===== src/rtl/tbd_pkg.sv =====
package tbd_pkg;

    localparam int MAX_SIDE_LOG2 = 6;
    localparam int XW = MAX_SIDE_LOG2;
    localparam int BW = MAX_SIDE_LOG2 - 2;
    localparam int MW = 2 * MAX_SIDE_LOG2 - 4;
    localparam int IW = MW + 1;
    localparam int LW = 3;
    localparam logic [LW-1:0] CFG_RESET = LW'(6);

    typedef enum logic {
        OP_LOAD,
        OP_DECODE
    } t_op;

    typedef enum logic {
        CFG_WIDTH,
        CFG_HEIGHT
    } t_cfg;

    typedef struct packed {
        logic [7:0] r;
        logic [7:0] g;
        logic [7:0] b;
        logic [7:0] a;
    } t_rgba;

    typedef struct packed {
        logic          en;
        logic          bank;
        logic [MW-1:0] addr;
        logic [31:0]   data;
    } t_wr;

    typedef struct packed {
        logic          en;
        logic [MW-1:0] mod_addr;
        logic [MW-1:0] c0_addr;
        logic [MW-1:0] c1_addr;
    } t_rd;

    typedef struct packed {
        logic [1:0] wx;
        logic [1:0] wy;
        logic [3:0] sel_idx;
        logic       own_dx;
        logic       own_dy;
    } t_side;

    function automatic logic [LW-1:0] eff_log2(input logic [LW-1:0] v);
        logic [LW-1:0] e;
        e = v;
        if (v < LW'(2)) e = LW'(2);
        if (v > LW'(MAX_SIDE_LOG2)) e = LW'(MAX_SIDE_LOG2);
        return e;
    endfunction

    function automatic logic [MW-1:0] block_addr(input logic [BW-1:0] bx,
                                                 input logic [BW-1:0] by,
                                                 input logic [LW-1:0] lw,
                                                 input logic [LW-1:0] lh);
        logic [LW-1:0] lmin;
        logic [MW-1:0] hx;
        logic [MW-1:0] hy;
        logic [MW-1:0] m;
        lmin = (lw < lh) ? lw : lh;
        hx = MW'(bx) << lh;
        hy = MW'(by) << lw;
        for (int b = 0; b < MW; b++) begin
            if (b < 2 * int'(lmin)) begin
                m[b] = (b % 2 == 0) ? by[b/2] : bx[b/2];
            end else if (lw > lh) begin
                m[b] = hx[b];
            end else if (lh > lw) begin
                m[b] = hy[b];
            end else begin
                m[b] = 1'b0;
            end
        end
        return m;
    endfunction

    function automatic t_rgba unpack_colour(input logic [15:0] v);
        t_rgba c;
        if (v[15]) begin
            c.a = 8'hFF;
            c.r = {v[14:10], 3'b000};
            c.g = {v[9:5], 3'b000};
            c.b = {v[4:0], 3'b000};
        end else begin
            c.a = {v[14:12], 5'b00000};
            c.r = {v[11:8], 4'b0000};
            c.g = {v[7:4], 4'b0000};
            c.b = {v[3:0], 4'b0000};
        end
        return c;
    endfunction

    function automatic logic [7:0] mix8(input logic [7:0] s, input logic [7:0] t,
                                        input logic [7:0] w);
        logic [16:0] acc;
        acc = 17'(s) * 17'(8'd255 - w) + 17'(t) * 17'(w);
        return acc[15:8];
    endfunction

    function automatic t_rgba mix_rgba(input t_rgba s, input t_rgba t, input logic [7:0] w);
        t_rgba c;
        c.r = mix8(s.r, t.r, w);
        c.g = mix8(s.g, t.g, w);
        c.b = mix8(s.b, t.b, w);
        c.a = mix8(s.a, t.a, w);
        return c;
    endfunction

endpackage


===== src/rtl/tbd_in_if.sv =====
interface tbd_in_if;
    logic        valid;
    logic        ready;
    logic        op;
    logic [8:0]  word_index;
    logic [31:0] word_data;
    logic [5:0]  texel_x;
    logic [5:0]  texel_y;

    modport source (output valid, op, word_index, word_data, texel_x, texel_y, input ready);
    modport sink (input valid, op, word_index, word_data, texel_x, texel_y, output ready);
endinterface


===== src/rtl/tbd_issue.sv =====
module tbd_issue (
    input  logic                      i_clk,
    input  logic                      i_rst_n,
    tbd_in_if.sink                    i_in,
    input  logic                      i_cfg_we,
    input  logic [0:0]                i_cfg_index,
    input  logic [tbd_pkg::LW-1:0]    i_cfg_data,
    input  logic                      i_d_ready,
    output tbd_pkg::t_wr              o_wr,
    output tbd_pkg::t_rd              o_rd,
    output logic                      o_d_fill,
    output tbd_pkg::t_side            o_side
);
    import tbd_pkg::*;

    logic          r_valid;
    logic          r_phase;
    t_op           r_op;
    logic [IW-1:0] r_word_index;
    logic [31:0]   r_word_data;
    logic [XW-1:0] r_x;
    logic [XW-1:0] r_y;
    logic [LW-1:0] r_width;
    logic [LW-1:0] r_height;
    logic          n_phase;

    logic [LW-1:0] wl, hl, lw, lh;
    logic [XW-1:0] x, y;
    logic [BW-1:0] bx, by, maxx, maxy, cx0, cx1, cy0, cy1, row;
    logic [1:0]    ix, iy;
    logic          fire0, fire1, done, accept;

    always_comb begin
        wl   = eff_log2(r_width);
        hl   = eff_log2(r_height);
        lw   = wl - LW'(2);
        lh   = hl - LW'(2);
        x    = r_x & XW'(((XW+1)'(1) << wl) - (XW+1)'(1));
        y    = r_y & XW'(((XW+1)'(1) << hl) - (XW+1)'(1));
        bx   = x[XW-1:2];
        by   = y[XW-1:2];
        ix   = x[1:0];
        iy   = y[1:0];
        maxx = BW'(((BW+1)'(1) << lw) - (BW+1)'(1));
        maxy = BW'(((BW+1)'(1) << lh) - (BW+1)'(1));
        cx0  = ix[1] ? bx : ((bx == '0) ? bx : bx - BW'(1));
        cx1  = ix[1] ? ((bx == maxx) ? bx : bx + BW'(1)) : bx;
        cy0  = iy[1] ? by : ((by == '0) ? by : by - BW'(1));
        cy1  = iy[1] ? ((by == maxy) ? by : by + BW'(1)) : by;
        row  = r_phase ? cy1 : cy0;
    end

    always_comb begin
        fire0  = r_valid && (r_op == OP_DECODE) && !r_phase && i_d_ready;
        fire1  = r_valid && (r_op == OP_DECODE) && r_phase;
        done   = (r_valid && (r_op == OP_LOAD)) || fire1;
        accept = i_in.valid && i_in.ready;
        if (done) begin
            n_phase = 1'b0;
        end else if (fire0) begin
            n_phase = 1'b1;
        end else begin
            n_phase = r_phase;
        end
    end

    assign i_in.ready = !r_valid || done;

    always_comb begin
        o_wr.en   = r_valid && (r_op == OP_LOAD);
        o_wr.bank = r_word_index[0];
        o_wr.addr = r_word_index[IW-1:1];
        o_wr.data = r_word_data;

        o_rd.en       = fire0 || fire1;
        o_rd.mod_addr = block_addr(bx, by, lw, lh);
        o_rd.c0_addr  = block_addr(cx0, row, lw, lh);
        o_rd.c1_addr  = block_addr(cx1, row, lw, lh);

        o_d_fill       = fire1;
        o_side.wx      = ix + 2'd2;
        o_side.wy      = iy + 2'd2;
        o_side.sel_idx = {iy, ix};
        o_side.own_dx  = !ix[1];
        o_side.own_dy  = !iy[1];
    end

    always_ff @(posedge i_clk) begin
        if (!i_rst_n) begin
            r_valid  <= 1'b0;
            r_phase  <= 1'b0;
            r_width  <= CFG_RESET;
            r_height <= CFG_RESET;
        end else begin
            if (accept) begin
                r_valid <= 1'b1;
            end else if (done) begin
                r_valid <= 1'b0;
            end
            r_phase <= n_phase;
            if (i_cfg_we) begin
                case (i_cfg_index)
                    CFG_WIDTH:  r_width  <= i_cfg_data;
                    CFG_HEIGHT: r_height <= i_cfg_data;
                    default:    r_width  <= r_width;
                endcase
            end
        end
    end

    always_ff @(posedge i_clk) begin
        if (accept) begin
            r_op         <= t_op'(i_in.op);
            r_word_index <= i_in.word_index;
            r_word_data  <= i_in.word_data;
            r_x          <= i_in.texel_x;
            r_y          <= i_in.texel_y;
        end
    end
endmodule


===== src/flat_wrapper.sv =====
// flat-port wrapper written by rule: the top's interface ports become plain ports
module tbd_issue_flat import tbd_pkg::*;
  (i_clk, i_rst_n, i_cfg_we, i_cfg_index, i_cfg_data, i_d_ready, o_wr, o_rd, o_d_fill, o_side, i_in_valid, i_in_op, i_in_word_index, i_in_word_data, i_in_texel_x, i_in_texel_y, i_in_ready);
  tbd_in_if i_in_i ();
  input  logic i_clk;
  input  logic i_rst_n;
  input  logic i_cfg_we;
  input  logic [0:0] i_cfg_index;
  input  logic [tbd_pkg::LW-1:0] i_cfg_data;
  input  logic i_d_ready;
  output tbd_pkg::t_wr o_wr;
  output tbd_pkg::t_rd o_rd;
  output logic o_d_fill;
  output tbd_pkg::t_side o_side;
  input wire logic [$bits(i_in_i.valid)-1:0] i_in_valid;
  input wire logic [$bits(i_in_i.op)-1:0] i_in_op;
  input wire logic [$bits(i_in_i.word_index)-1:0] i_in_word_index;
  input wire logic [$bits(i_in_i.word_data)-1:0] i_in_word_data;
  input wire logic [$bits(i_in_i.texel_x)-1:0] i_in_texel_x;
  input wire logic [$bits(i_in_i.texel_y)-1:0] i_in_texel_y;
  output wire logic [$bits(i_in_i.ready)-1:0] i_in_ready;
  assign i_in_i.valid = i_in_valid;
  assign i_in_i.op = i_in_op;
  assign i_in_i.word_index = i_in_word_index;
  assign i_in_i.word_data = i_in_word_data;
  assign i_in_i.texel_x = i_in_texel_x;
  assign i_in_i.texel_y = i_in_texel_y;
  assign i_in_ready = i_in_i.ready;
  tbd_issue u_core (.i_clk(i_clk), .i_rst_n(i_rst_n), .i_in(i_in_i), .i_cfg_we(i_cfg_we), .i_cfg_index(i_cfg_index), .i_cfg_data(i_cfg_data), .i_d_ready(i_d_ready), .o_wr(o_wr), .o_rd(o_rd), .o_d_fill(o_d_fill), .o_side(o_side));
endmodule

===== config.mk =====
export PLATFORM = sky130hd
export DESIGN_NAME = tbd_issue_flat
export DESIGN_NICKNAME = d
export VERILOG_FILES = /design/src/rtl/tbd_pkg.sv /design/src/rtl/tbd_in_if.sv /design/src/rtl/tbd_issue.sv /design/src/flat_wrapper.sv
export SDC_FILE = /design/constraint.sdc
export NUM_CORES = 1
export LEC_CHECK = 0
export BUFFER_PORTS_ARGS = -buffer_cell sky130_fd_sc_hd__buf_2
export CAP_MARGIN = 25
export CORE_MARGIN = 3
export CORE_UTILIZATION = 50
export CTS_CLUSTER_SIZE = 8
export DETAILED_ROUTE_END_ITERATION = 16
export GPL_TIMING_DRIVEN = 1
export PLACE_DENSITY = 0.87
export SLEW_MARGIN = 20
export SYNTH_ARGS = -nofsm -noshare
export SYNTH_HDL_FRONTEND = slang
export SYNTH_SLANG_ARGS = --single-unit

===== constraint.sdc =====
create_clock -name i_clk -period 5.2 [get_ports i_clk]
set_clock_uncertainty 0.15 [all_clocks]
set_input_delay 0.26 -clock i_clk [delete_from_list [all_inputs] [get_ports i_clk]]
set_output_delay 0.26 -clock i_clk [all_outputs]
set_load 0.01 [all_outputs]

==> out/results.txt <==
Status: finished, final reports clean
Slew headroom: 42.0%
Total Wirelength: 17.9 mm
Detailed Routing Iterations Pass 1: 8
Layout area overhead: 34.9%
Grt ovf: 0
Sequential element share of the synthesized area: 43.4%
Die width: 96.6 µm
Vias per cell: 6.56
IO Pins: 142
Net Sw Power: 607 µW
GP Congestion: 1.06
Synth Register Bits: 62
Pleak: 0.00234 µW
Power Dens Cells: 293 nW/µm²
Crit path max fanout: 19
Critical R2R Launch: u_core.r_phase
RSZ-0062 raised after global routing: no
H-tree depth: 3
HP Class: in2reg
WL per Instance: 24.7 µm
Pin count of the biggest net entering global routing: 55
CP Class: reg2out
Worst Path Required: 4.79 ns
Postcts setup bufs: 0
IO buf count: 141
Startpoint Class: register
Vias: 4752
Clock root buffer: clkbuf_8
DIE HEIGHT: 96.6 µm
Power share of the clock group: 28.8%
Final Max Tran Viols: 0
Period Utilization, post-route: 94.4%
Design area: 5530 µm²
Initial Utilization: 52.3%
Internal cell power: 1010 µW
Slowest cell on crit path: mux2i_1
Syn Area/Cell: 9.59 µm²
Worst reg-to-reg path cell count: 3
Clk sinks: 62
Max Clock Freq: 0.204 GHz
CTS tree: done
CP delay by family, top: compound AO/OA/AOI/OAI gates
Layout cell share with drive strength beyond 1: 30.1%
Clock transition at path regs: 0.07 ns
Max VDD drop: 0.000353 V
Crit path to: o_rd[4]
Dpl cells: 653
Slew @ Worst Pin: 0.870 ns
Antenna violations before repair: 0
Post-synth ARST share: 0%
Total CTS buffers: 9
DR iter-0 viols: 942
Antenna diodes: 0
Sequential group share of total power: 37.3%
Setup TNS: 0 ns
Worst EP arrival: 4.50 ns
Global-route wire length before repair: 27.1 mm
Combinational power share: 33.9%
Clock latency on the worst-skew pair: 0.34 ns
Critical Path Stages: 15
Vias in the first global route: 4634
Worst path max stage delay: 0.58 ns
Netlist cell types: 73
Detail Placement HPWL: 10.1 mm
Max_cap viols: 0
Placed cell area: 4780 µm²
Rows: 32
Primary FF master, synth: edfxtp_1
Clk buf depth: 2
Layout Cells excl Fill: 724
Buf+Inv Stages, Crit Path: 3
Final hold violations: 0
Residual DRC: 0
Final net count: 692
Mapped Area: 4100 µm²
Setup-failing EPs final: 0
Post-synth EDFFs: 54
Cells after synthesis: 428
Core ar.: 7850 µm²
Reg-to-reg slack, setup: 2.79 ns
Die area: 9330 µm²
Crit path time final: 4.91 ns
Net Sw Frac: 37.4%
Synth Warn #: 0
Routed Antenna Nets: 0
Total Routing Usage GR: 39.5%
Setup crit start: u_core.r_width[2]
CP endpoint kind: primary output
RR Endpoint: u_core.r_x[1]
Critical-path cell list: inv_1, nor2_1, buf_4, o21a_1, nand2_1, ha_1, a21o_1, a32oi_1, nor2_1, a21oi_1, mux2i_1, a211oi_1, o21ai_0, a21oi_1, buf_2
[cells in the final DEF, fill, tap and decap left out, types with 9 or more instances in the layout]
cell type	count
nor2_1	39
inv_1	19
o21ai_0	31
edfxtp_1	54
dlygate4sd3_1	55
mux2i_1	10
clkbuf_8	9
a21oi_1	22
buf_2	141
ha_1	12
nand3_1	18
nand2_1	55
[worst reg2reg max path: stages (launching register included)]
cell and delay, ns:
dfxtp_1 0.69, inv_1 0.34, a31oi_4 0.24, buf_4 0.59
[metal layers]
metal  share of wire [%]  up-vias  wire, µm  track usage, %
met4                 6.4        0      1140            18.3
met1                  34     2149      6120            48.4
met2                  45      531      8120            64.3
met3                  14      116      2480            11.3
met5                   0        -         0               0
li1                    -     1956         -               -
[power groups by stage]
stage               registers (µW)  logic [µW]  clock network (µW)
floorplan                      610         311                   0
global route                   606         586                 480
finish                         605         550                 467
global placement               606         475                   0
CTS                            598         515                 434
detailed placement             608         478                   0
[final cells by class]
class / instances / area, µm²
Clock buffer: 9 / 124
Clock inverter: 7 / 81.3
Fill cell: 510 / 2310
Inverter: 21 / 78.8
Multi-Input combinational cell: 322 / 2050
Sequential cell: 62 / 1780
Tap cell: 102 / 128
Timing Repair Buffer: 201 / 1290
[synth_stat cells, types with 6 or more instances]
library cell,count,area (µm²)
o21a_1,6,45.0
mux2i_1,10,100
edfxtp_1,54,1620
a22oi_1,8,60.1
nand2_1,55,206
a31oi_1,9,56.3
nand3_1,18,90.1
o22ai_1,6,37.5
inv_1,19,71.3
nor2_1,39,146
o21ai_0,31,155
a21oi_1,22,110
ha_1,12,150
and2_1,8,50.1
clkbuf_1,9,33.8
xnor2_1,6,52.6
nor2b_1,7,43.8
clkbuf_8,6,82.6
dfxtp_1,8,160
[kinds of logic (layout without fill, tap and decap cells)]
group | Yosys count | in the layout | synth area share, %
compound gates | 130 | 130 | 22.3
xor+xnor | 9 | 9 | 2.10
fa+ha+maj | 12 | 12 | 3.66
buf+inv | 47 | 238 | 7.35
flops | 62 | 62 | 43.4
mux | 12 | 12 | 2.99
other cells | 1 | 4 | 0.0914
simple gates | 155 | 155 | 18.1
[per-stage QoR]
stage,hold slack [ns],power [µW],utilization [%],worst slack [ns]
global placement,0.286,1080,60.9,0.785
detailed placement,0.288,1090,60.9,0.750
finish,0.0390,1620,70.5,0.290
CTS,0.00995,1550,70.5,0.329
global route,0.0527,1670,70.5,0.230
floorplan,0.172,921,-,1.05
[sequential cells by signal (all words and copies together), names as in the netlist]
signal	count
u_core.r_height	3
u_core.r_op	1
u_core.r_phase	1
u_core.r_valid	1
u_core.r_width	3
u_core.r_word_data	32
u_core.r_word_index	9
u_core.r_x	6
u_core.r_y	6
[how the worst min path moves through the flow]
stage / startpoint / depth (start not counted) / endpoint / slack (ns)
floorplan: i_rst_n / 1 / u_core.r_width[1] / 0.17
global placement: i_in_texel_x[1] / 1 / u_core.r_x[1] / 0.29
detailed placement: i_in_word_index[4] / 1 / u_core.r_word_index[4] / 0.29
CTS: i_rst_n / 2 / u_core.r_width[1] / 0.01
global route: i_rst_n / 2 / u_core.r_width[1] / 0.05
finish: i_rst_n / 2 / u_core.r_width[1] / 0.04
[repair_timing]
item                       4_1_cts  5_1_grt
gates resized for setup          0        1
setup endpoints to repair        0        1
hold endpoints to repair        55        0
hold buffers                    55        0
(Power assumes the default switching activity.)
