==> src/rtl/tbd_pkg.sv <==
package tbd_pkg;

    localparam int MAX_SIDE_LOG2 = 6;
    localparam int XW = MAX_SIDE_LOG2;
    localparam int BW = MAX_SIDE_LOG2 - 2;
    localparam int MW = 2 * MAX_SIDE_LOG2 - 4;
    localparam int IW = MW + 1;
    localparam int LW = 3;
    localparam logic [LW-1:0] CFG_RESET = LW'(6);

    typedef enum logic {
        OP_LOAD,
        OP_DECODE
    } t_op;

    typedef enum logic {
        CFG_WIDTH,
        CFG_HEIGHT
    } t_cfg;

    typedef struct packed {
        logic [7:0] r;
        logic [7:0] g;
        logic [7:0] b;
        logic [7:0] a;
    } t_rgba;

    typedef struct packed {
        logic          en;
        logic          bank;
        logic [MW-1:0] addr;
        logic [31:0]   data;
    } t_wr;

    typedef struct packed {
        logic          en;
        logic [MW-1:0] mod_addr;
        logic [MW-1:0] c0_addr;
        logic [MW-1:0] c1_addr;
    } t_rd;

    typedef struct packed {
        logic [1:0] wx;
        logic [1:0] wy;
        logic [3:0] sel_idx;
        logic       own_dx;
        logic       own_dy;
    } t_side;

    function automatic logic [LW-1:0] eff_log2(input logic [LW-1:0] v);
        logic [LW-1:0] e;
        e = v;
        if (v < LW'(2)) e = LW'(2);
        if (v > LW'(MAX_SIDE_LOG2)) e = LW'(MAX_SIDE_LOG2);
        return e;
    endfunction

    function automatic logic [MW-1:0] block_addr(input logic [BW-1:0] bx,
                                                 input logic [BW-1:0] by,
                                                 input logic [LW-1:0] lw,
                                                 input logic [LW-1:0] lh);
        logic [LW-1:0] lmin;
        logic [MW-1:0] hx;
        logic [MW-1:0] hy;
        logic [MW-1:0] m;
        lmin = (lw < lh) ? lw : lh;
        hx = MW'(bx) << lh;
        hy = MW'(by) << lw;
        for (int b = 0; b < MW; b++) begin
            if (b < 2 * int'(lmin)) begin
                m[b] = (b % 2 == 0) ? by[b/2] : bx[b/2];
            end else if (lw > lh) begin
                m[b] = hx[b];
            end else if (lh > lw) begin
                m[b] = hy[b];
            end else begin
                m[b] = 1'b0;
            end
        end
        return m;
    endfunction

    function automatic t_rgba unpack_colour(input logic [15:0] v);
        t_rgba c;
        if (v[15]) begin
            c.a = 8'hFF;
            c.r = {v[14:10], 3'b000};
            c.g = {v[9:5], 3'b000};
            c.b = {v[4:0], 3'b000};
        end else begin
            c.a = {v[14:12], 5'b00000};
            c.r = {v[11:8], 4'b0000};
            c.g = {v[7:4], 4'b0000};
            c.b = {v[3:0], 4'b0000};
        end
        return c;
    endfunction

    function automatic logic [7:0] mix8(input logic [7:0] s, input logic [7:0] t,
                                        input logic [7:0] w);
        logic [16:0] acc;
        acc = 17'(s) * 17'(8'd255 - w) + 17'(t) * 17'(w);
        return acc[15:8];
    endfunction

    function automatic t_rgba mix_rgba(input t_rgba s, input t_rgba t, input logic [7:0] w);
        t_rgba c;
        c.r = mix8(s.r, t.r, w);
        c.g = mix8(s.g, t.g, w);
        c.b = mix8(s.b, t.b, w);
        c.a = mix8(s.a, t.a, w);
        return c;
    endfunction

endpackage

==> src/rtl/tbd_out_if.sv <==
interface tbd_out_if;
    logic       valid;
    logic       ready;
    logic [7:0] red;
    logic [7:0] green;
    logic [7:0] blue;
    logic [7:0] alpha;

    modport source (output valid, red, green, blue, alpha, input ready);
    modport sink (input valid, red, green, blue, alpha, output ready);
endinterface

==> src/rtl/tbd_filter.sv <==
module tbd_filter (
    input  logic               i_clk,
    input  logic               i_rst_n,
    input  logic               i_d_fill,
    input  tbd_pkg::t_side     i_side,
    input  logic [31:0]        i_mod,
    input  logic [31:0]        i_c0,
    input  logic [31:0]        i_c1,
    output logic               o_d_ready,
    tbd_out_if.source          o_out
);
    import tbd_pkg::*;

    logic        r_d_valid;
    logic [31:0] r_p0_c0;
    logic [31:0] r_p0_c1;
    logic [31:0] r_p0_mod;
    t_side       r_d_side;

    logic        r_h_valid;
    t_rgba       r_h_ta, r_h_ba, r_h_tb, r_h_bb;
    logic [1:0]  r_h_wy;
    logic [1:0]  r_h_sel;
    logic        r_h_mode;

    logic        r_v_valid;
    t_rgba       r_v_a, r_v_b;
    logic [1:0]  r_v_sel;
    logic        r_v_mode;

    logic        r_o_valid;
    t_rgba       r_o_px;

    logic        rdy_o, rdy_v, rdy_h;
    logic [31:0] own;
    logic [7:0]  ax;
    logic [1:0]  sel;
    t_rgba       n_ta, n_ba, n_tb, n_bb, n_px;

    always_comb begin
        rdy_o     = !r_o_valid || o_out.ready;
        rdy_v     = !r_v_valid || rdy_o;
        rdy_h     = !r_h_valid || rdy_v;
        o_d_ready = !r_d_valid || rdy_h;
    end

    always_comb begin
        if (r_d_side.own_dy) begin
            own = r_d_side.own_dx ? i_c1 : i_c0;
        end else begin
            own = r_d_side.own_dx ? r_p0_c1 : r_p0_c0;
        end
        sel  = r_p0_mod[{r_d_side.sel_idx, 1'b0} +: 2];
        ax   = {r_d_side.wx, 6'b000000};
        n_ta = mix_rgba(unpack_colour({r_p0_c0[15:1], 1'b0}),
                        unpack_colour({r_p0_c1[15:1], 1'b0}), ax);
        n_ba = mix_rgba(unpack_colour({i_c0[15:1], 1'b0}),
                        unpack_colour({i_c1[15:1], 1'b0}), ax);
        n_tb = mix_rgba(unpack_colour(r_p0_c0[31:16]), unpack_colour(r_p0_c1[31:16]), ax);
        n_bb = mix_rgba(unpack_colour(i_c0[31:16]), unpack_colour(i_c1[31:16]), ax);
    end

    always_comb begin
        n_px = r_v_a;
        if (r_v_mode) begin
            case (r_v_sel)
                2'd0:    n_px = r_v_a;
                2'd3:    n_px = r_v_b;
                2'd2:    begin
                    n_px   = mix_rgba(r_v_a, r_v_b, 8'd128);
                    n_px.a = 8'd0;
                end
                default: n_px = mix_rgba(r_v_a, r_v_b, 8'd128);
            endcase
        end else begin
            case (r_v_sel)
                2'd0:    n_px = r_v_a;
                2'd1:    n_px = mix_rgba(r_v_a, r_v_b, 8'd96);
                2'd2:    n_px = mix_rgba(r_v_a, r_v_b, 8'd160);
                default: n_px = r_v_b;
            endcase
        end
    end

    always_ff @(posedge i_clk) begin
        if (!i_rst_n) begin
            r_d_valid <= 1'b0;
            r_h_valid <= 1'b0;
            r_v_valid <= 1'b0;
            r_o_valid <= 1'b0;
        end else begin
            if (i_d_fill) begin
                r_d_valid <= 1'b1;
            end else if (rdy_h) begin
                r_d_valid <= 1'b0;
            end
            if (rdy_h) begin
                r_h_valid <= r_d_valid;
            end
            if (rdy_v) begin
                r_v_valid <= r_h_valid;
            end
            if (rdy_o) begin
                r_o_valid <= r_v_valid;
            end
        end
    end

    always_ff @(posedge i_clk) begin
        if (i_d_fill) begin
            r_p0_c0  <= i_c0;
            r_p0_c1  <= i_c1;
            r_p0_mod <= i_mod;
            r_d_side <= i_side;
        end
        if (rdy_h && r_d_valid) begin
            r_h_ta   <= n_ta;
            r_h_ba   <= n_ba;
            r_h_tb   <= n_tb;
            r_h_bb   <= n_bb;
            r_h_wy   <= r_d_side.wy;
            r_h_sel  <= sel;
            r_h_mode <= own[0];
        end
        if (rdy_v && r_h_valid) begin
            r_v_a    <= mix_rgba(r_h_ta, r_h_ba, {r_h_wy, 6'b000000});
            r_v_b    <= mix_rgba(r_h_tb, r_h_bb, {r_h_wy, 6'b000000});
            r_v_sel  <= r_h_sel;
            r_v_mode <= r_h_mode;
        end
        if (rdy_o && r_v_valid) begin
            r_o_px <= n_px;
        end
    end

    assign o_out.valid = r_o_valid;
    assign o_out.red   = r_o_px.r;
    assign o_out.green = r_o_px.g;
    assign o_out.blue  = r_o_px.b;
    assign o_out.alpha = r_o_px.a;
endmodule

==> src/flat_wrapper.sv <==
// flat-port wrapper written by rule: the top's interface ports become plain ports
module tbd_filter_flat import tbd_pkg::*;
  (i_clk, i_rst_n, i_d_fill, i_side, i_mod, i_c0, i_c1, o_d_ready, o_out_valid, o_out_red, o_out_green, o_out_blue, o_out_alpha, o_out_ready);
  tbd_out_if o_out_i ();
  input  logic i_clk;
  input  logic i_rst_n;
  input  logic i_d_fill;
  input  tbd_pkg::t_side i_side;
  input  logic [31:0] i_mod;
  input  logic [31:0] i_c0;
  input  logic [31:0] i_c1;
  output logic o_d_ready;
  output wire logic [$bits(o_out_i.valid)-1:0] o_out_valid;
  output wire logic [$bits(o_out_i.red)-1:0] o_out_red;
  output wire logic [$bits(o_out_i.green)-1:0] o_out_green;
  output wire logic [$bits(o_out_i.blue)-1:0] o_out_blue;
  output wire logic [$bits(o_out_i.alpha)-1:0] o_out_alpha;
  input wire logic [$bits(o_out_i.ready)-1:0] o_out_ready;
  assign o_out_valid = o_out_i.valid;
  assign o_out_red = o_out_i.red;
  assign o_out_green = o_out_i.green;
  assign o_out_blue = o_out_i.blue;
  assign o_out_alpha = o_out_i.alpha;
  assign o_out_i.ready = o_out_ready;
  tbd_filter u_core (.i_clk(i_clk), .i_rst_n(i_rst_n), .i_d_fill(i_d_fill), .i_side(i_side), .i_mod(i_mod), .i_c0(i_c0), .i_c1(i_c1), .o_d_ready(o_d_ready), .o_out(o_out_i));
endmodule
==> config.mk <==
export PLATFORM = sky130hd
export DESIGN_NAME = tbd_filter_flat
export DESIGN_NICKNAME = d
export VERILOG_FILES = /design/src/rtl/tbd_pkg.sv /design/src/rtl/tbd_out_if.sv /design/src/rtl/tbd_filter.sv /design/src/flat_wrapper.sv
export SDC_FILE = /design/constraint.sdc
export NUM_CORES = 2
export LEC_CHECK = 0
export BUFFER_PORTS_ARGS = -buffer_cell sky130_fd_sc_hd__buf_2
export CAP_MARGIN = 15
export CORE_ASPECT_RATIO = 0.75
export CORE_MARGIN = 4
export CORE_UTILIZATION = 55
export DETAILED_ROUTE_END_ITERATION = 10
export GPL_ROUTABILITY_DRIVEN = 1
export MAX_ROUTING_LAYER = met4
export PLACE_DENSITY = 0.77
export REMOVE_ABC_BUFFERS = 1
export SYNTH_ARGS = -nofsm -noshare
export SYNTH_HDL_FRONTEND = slang
export SYNTH_SLANG_ARGS = --single-unit
==> constraint.sdc <==
create_clock -name i_clk -period 11.2 [get_ports i_clk]
set_input_delay 1.68 -clock i_clk [delete_from_list [all_inputs] [get_ports i_clk]]
set_output_delay 1.68 -clock i_clk [all_outputs]
set_load 0.03 [all_outputs]
==> flow_metrics.tcl <==
set metrics [dict create \
    cts_buffers 46 \
    hold_path.class "reg2reg" \
    tritoncts "yes" \
    critPathKind "in2reg" \
    drtIter0Drc 2548 \
    synth_area_um2 68200 \
    ant_nets 0 \
    grt_usage 0.243 \
    grt_max_degree 141 \
    fmax_mhz 149 \
    clk_latency_ps 660 \
    die_w_um 415 \
    syn_area_per_cell_um2 9.95 \
    ys_ff_latch 342 \
    setup_slack_ps 4480 \
    critPathRequiredTime_ps 11580 \
    dpl.hpwl_um 125000 \
    cp_top_family "adder cells" \
    cpMaxStageDelayCell "nor2_1" \
    nFillCells 10100 \
    place_ws_ps 3830 \
    period_share 0.600 \
    yosysSeqAreaShare 0.150 \
    drive_above_1_share 0.0399 \
    syn_inst 6854 \
    maxSlewViolCount 0 \
    die_area_um2 130000 \
    synth_cell_types 81 \
    finalSetupTns_ps 0 \
    maxSlewHeadroom 0.263 \
    drc 0 \
    critical-path-max-stage-delay_ps 630 \
    cp_cell_sequence "buf_2 > inv_1 > nor2_1 > inv_1 > fa_1 > fa_1 > inv_1 > fa_1 > inv_1 > fa_1 > inv_1 > ha_1 > a21o_1 > a21o_1 > a21o_1 > a21oi_1 > o21ai_0 > a21o_1 > a21oi_1 > xnor2_1" \
    crit_top_cell "inv_1" \
    status "finished, final reports clean" \
    cts_resized 0 \
    synth_edf_count 338 \
    hold_viol 0 \
    worst_pin_slew_ps 1100 \
    vias 46100 \
    area_growth_pct 5.96 \
    grt_first_pass_wirelength_um 250000 \
    layout_commonest_cell "inv_1" \
    wirelength_um 150000 \
    hold_buffers 0 \
    ys_async_sr_fraction 0 \
    clockBufferDepth 3 \
    clkSinkCount 342 \
    io_buffers 143 \
    yosys_warnings 0 \
    place_congestion 0.928 \
    rsz0062_at_grt "false" \
    pin_count 144 \
    vias_per_cell 5.33 \
    crit_path_max_fanout 32 \
    synthFlopType "edfxtp_1" \
    wl_per_cell_um 17.4 \
    overflow 0 \
    crit_buf_inv 6 \
    num_rows 111 \
    min_period_ps 6720 \
    cts_max_level 2 \
    cp-end-kind "register" \
    firstDrtPassIters 8 \
    clk_pin_slew_ps 60 \
    cap_violations 0 \
    die_y_um 313 \
    skew_ps 44.5 \
    final_cell_mix "inv_1, ha_1, fa_1" \
    crit_arrival_ps 7100 \
    core-area_um2 123000 \
    cts-root-buf "clkbuf_16" \
    setup_viol 0 \
    grt_pass1_vias 48800 \
    initial_core_util 0.556 \
    cts_setup_buffers 0 \
    fin_nets 9261 \
    antenna_found_initial 11 \
    critPathLaunchType "input pin" \
]
==> worst reg2reg max path: stages, from the launching register on <==
cell and delay [ps]:
edfxtp_1 320, buf_4 430, buf_4 720, and2_1 280, ha_1 200, fa_1 430, ha_1 240, fa_1 550
inv_1 60, fa_1 500, fa_1 490, inv_1 40, ha_1 330, and3_1 180, a311oi_1 610, a221oi_1 260
o21a_1 270, o21a_1 190, nor2_1 120, xnor2_1 80
==> area by class of cell <==
type | instances | area (um2) | area share
Clock inverter | 29 | 251 | 0.00348
Antenna cell | 8 | 20.0 | 0.000277
Tap cell | 1638 | 2050 | 0.0284
Multi-Input combinational cell | 4727 | 51200 | 0.709
Clock buffer | 52 | 1180 | 0.0164
Inverter | 1680 | 6310 | 0.0873
Sequential cell | 342 | 10200 | 0.142
Timing Repair Buffer | 170 | 966 | 0.0134
==> cell families (layout without fill, tap and decap cells) <==
group,Yosys count,count (layout),synth area share
other,1,16,0.0000550
buffers and inverters,1792,1931,0.0992
flip-flops,342,342,0.150
AO/OA/AOI/OAI,837,837,0.0799
AND/OR/NAND/NOR,1144,1144,0.0873
XOR/XNOR,440,440,0.0565
multiplexers,114,114,0.0192
adder cells (fa/ha/maj),2184,2184,0.508
==> state kept, by name, summed over array words and instances (netlist names), 2 cells and up <==
name,cells
u_core.r_h_sel,2
u_core.r_v_a,32
u_core.r_v_sel,2
u_core.r_p0_c0,32
u_core.r_p0_c1,32
u_core.r_p0_mod,32
u_core.r_h_tb,32
u_core.r_h_bb,32
u_core.r_d_side,8
u_core.r_h_ta,32
u_core.o_out.blue,8
u_core.r_h_wy,2
u_core.o_out.green,8
u_core.o_out.alpha,8
u_core.r_h_ba,32
u_core.o_out.red,8
u_core.r_v_b,32
u_core.ax,2
==> synth_stat cells (all sizes together), types with 11 or more instances <==
| cell type | number | area, um2 |
|---|---|---|
| a211oi | 18 | 135 |
| a21o | 133 | 998 |
| a21oi | 285 | 1430 |
| a221oi | 17 | 149 |
| a22oi | 23 | 173 |
| a311oi | 12 | 123 |
| a31oi | 18 | 113 |
| and2 | 165 | 1030 |
| and3 | 41 | 257 |
| and4b | 12 | 120 |
| buf | 15 | 71.3 |
| clkbuf | 97 | 388 |
| edfxtp | 338 | 10100 |
| fa | 972 | 19500 |
| ha | 1212 | 15200 |
| inv | 1679 | 6300 |
| mux2i | 98 | 981 |
| mux4 | 13 | 293 |
| nand2 | 139 | 522 |
| nand2b | 59 | 369 |
| nand3 | 40 | 200 |
| nor2 | 335 | 1260 |
| nor2b | 256 | 1600 |
| nor3 | 44 | 220 |
| o211ai | 25 | 188 |
| o21a | 44 | 330 |
| o21ai | 101 | 505 |
| o21bai | 87 | 653 |
| or3 | 11 | 68.8 |
| xnor2 | 342 | 3000 |
| xor2 | 98 | 858 |
==> routing by layer <==
layer  vias up  part of all wire  GRT usage
met3       176             0.066     0.0365
met5         -                 0          -
met1     22700              0.47      0.342
li1      22200                 -          -
met2      1105              0.45      0.379
met4         0             0.020     0.0496
==> worst paths after layout <==
kind / start / to / slack [ps] / depth (start not counted)
min reg2reg: u_core.r_h_mode$_DFFE_PP_ / u_core.r_v_mode$_DFFE_PP_ / 480 / 0
max: i_c0[31] / u_core.r_h_bb[7]$_DFFE_PP_ / 4480 / 20
min: u_core.r_h_mode$_DFFE_PP_ / u_core.r_v_mode$_DFFE_PP_ / 480 / 0
max reg2reg: u_core.r_h_wy[0]$_DFFE_PP_ / u_core.r_v_b[23]$_DFFE_PP_ / 4650 / 19
==> through the flow <==
stage	util	hold slack, ps	cell area, um2	cells
after floorplan	-	400	67700	6749
after global placement	0.577	472	70800	8556
after detailed placement	0.577	469	70800	8556
after CTS	0.589	477	72200	8637
after global routing	0.589	478	72200	8644
final	0.589	476	72200	8646
Power is not shown: default switching activity piles up to over one toggle a cycle in this logic, so the estimate is an artifact.
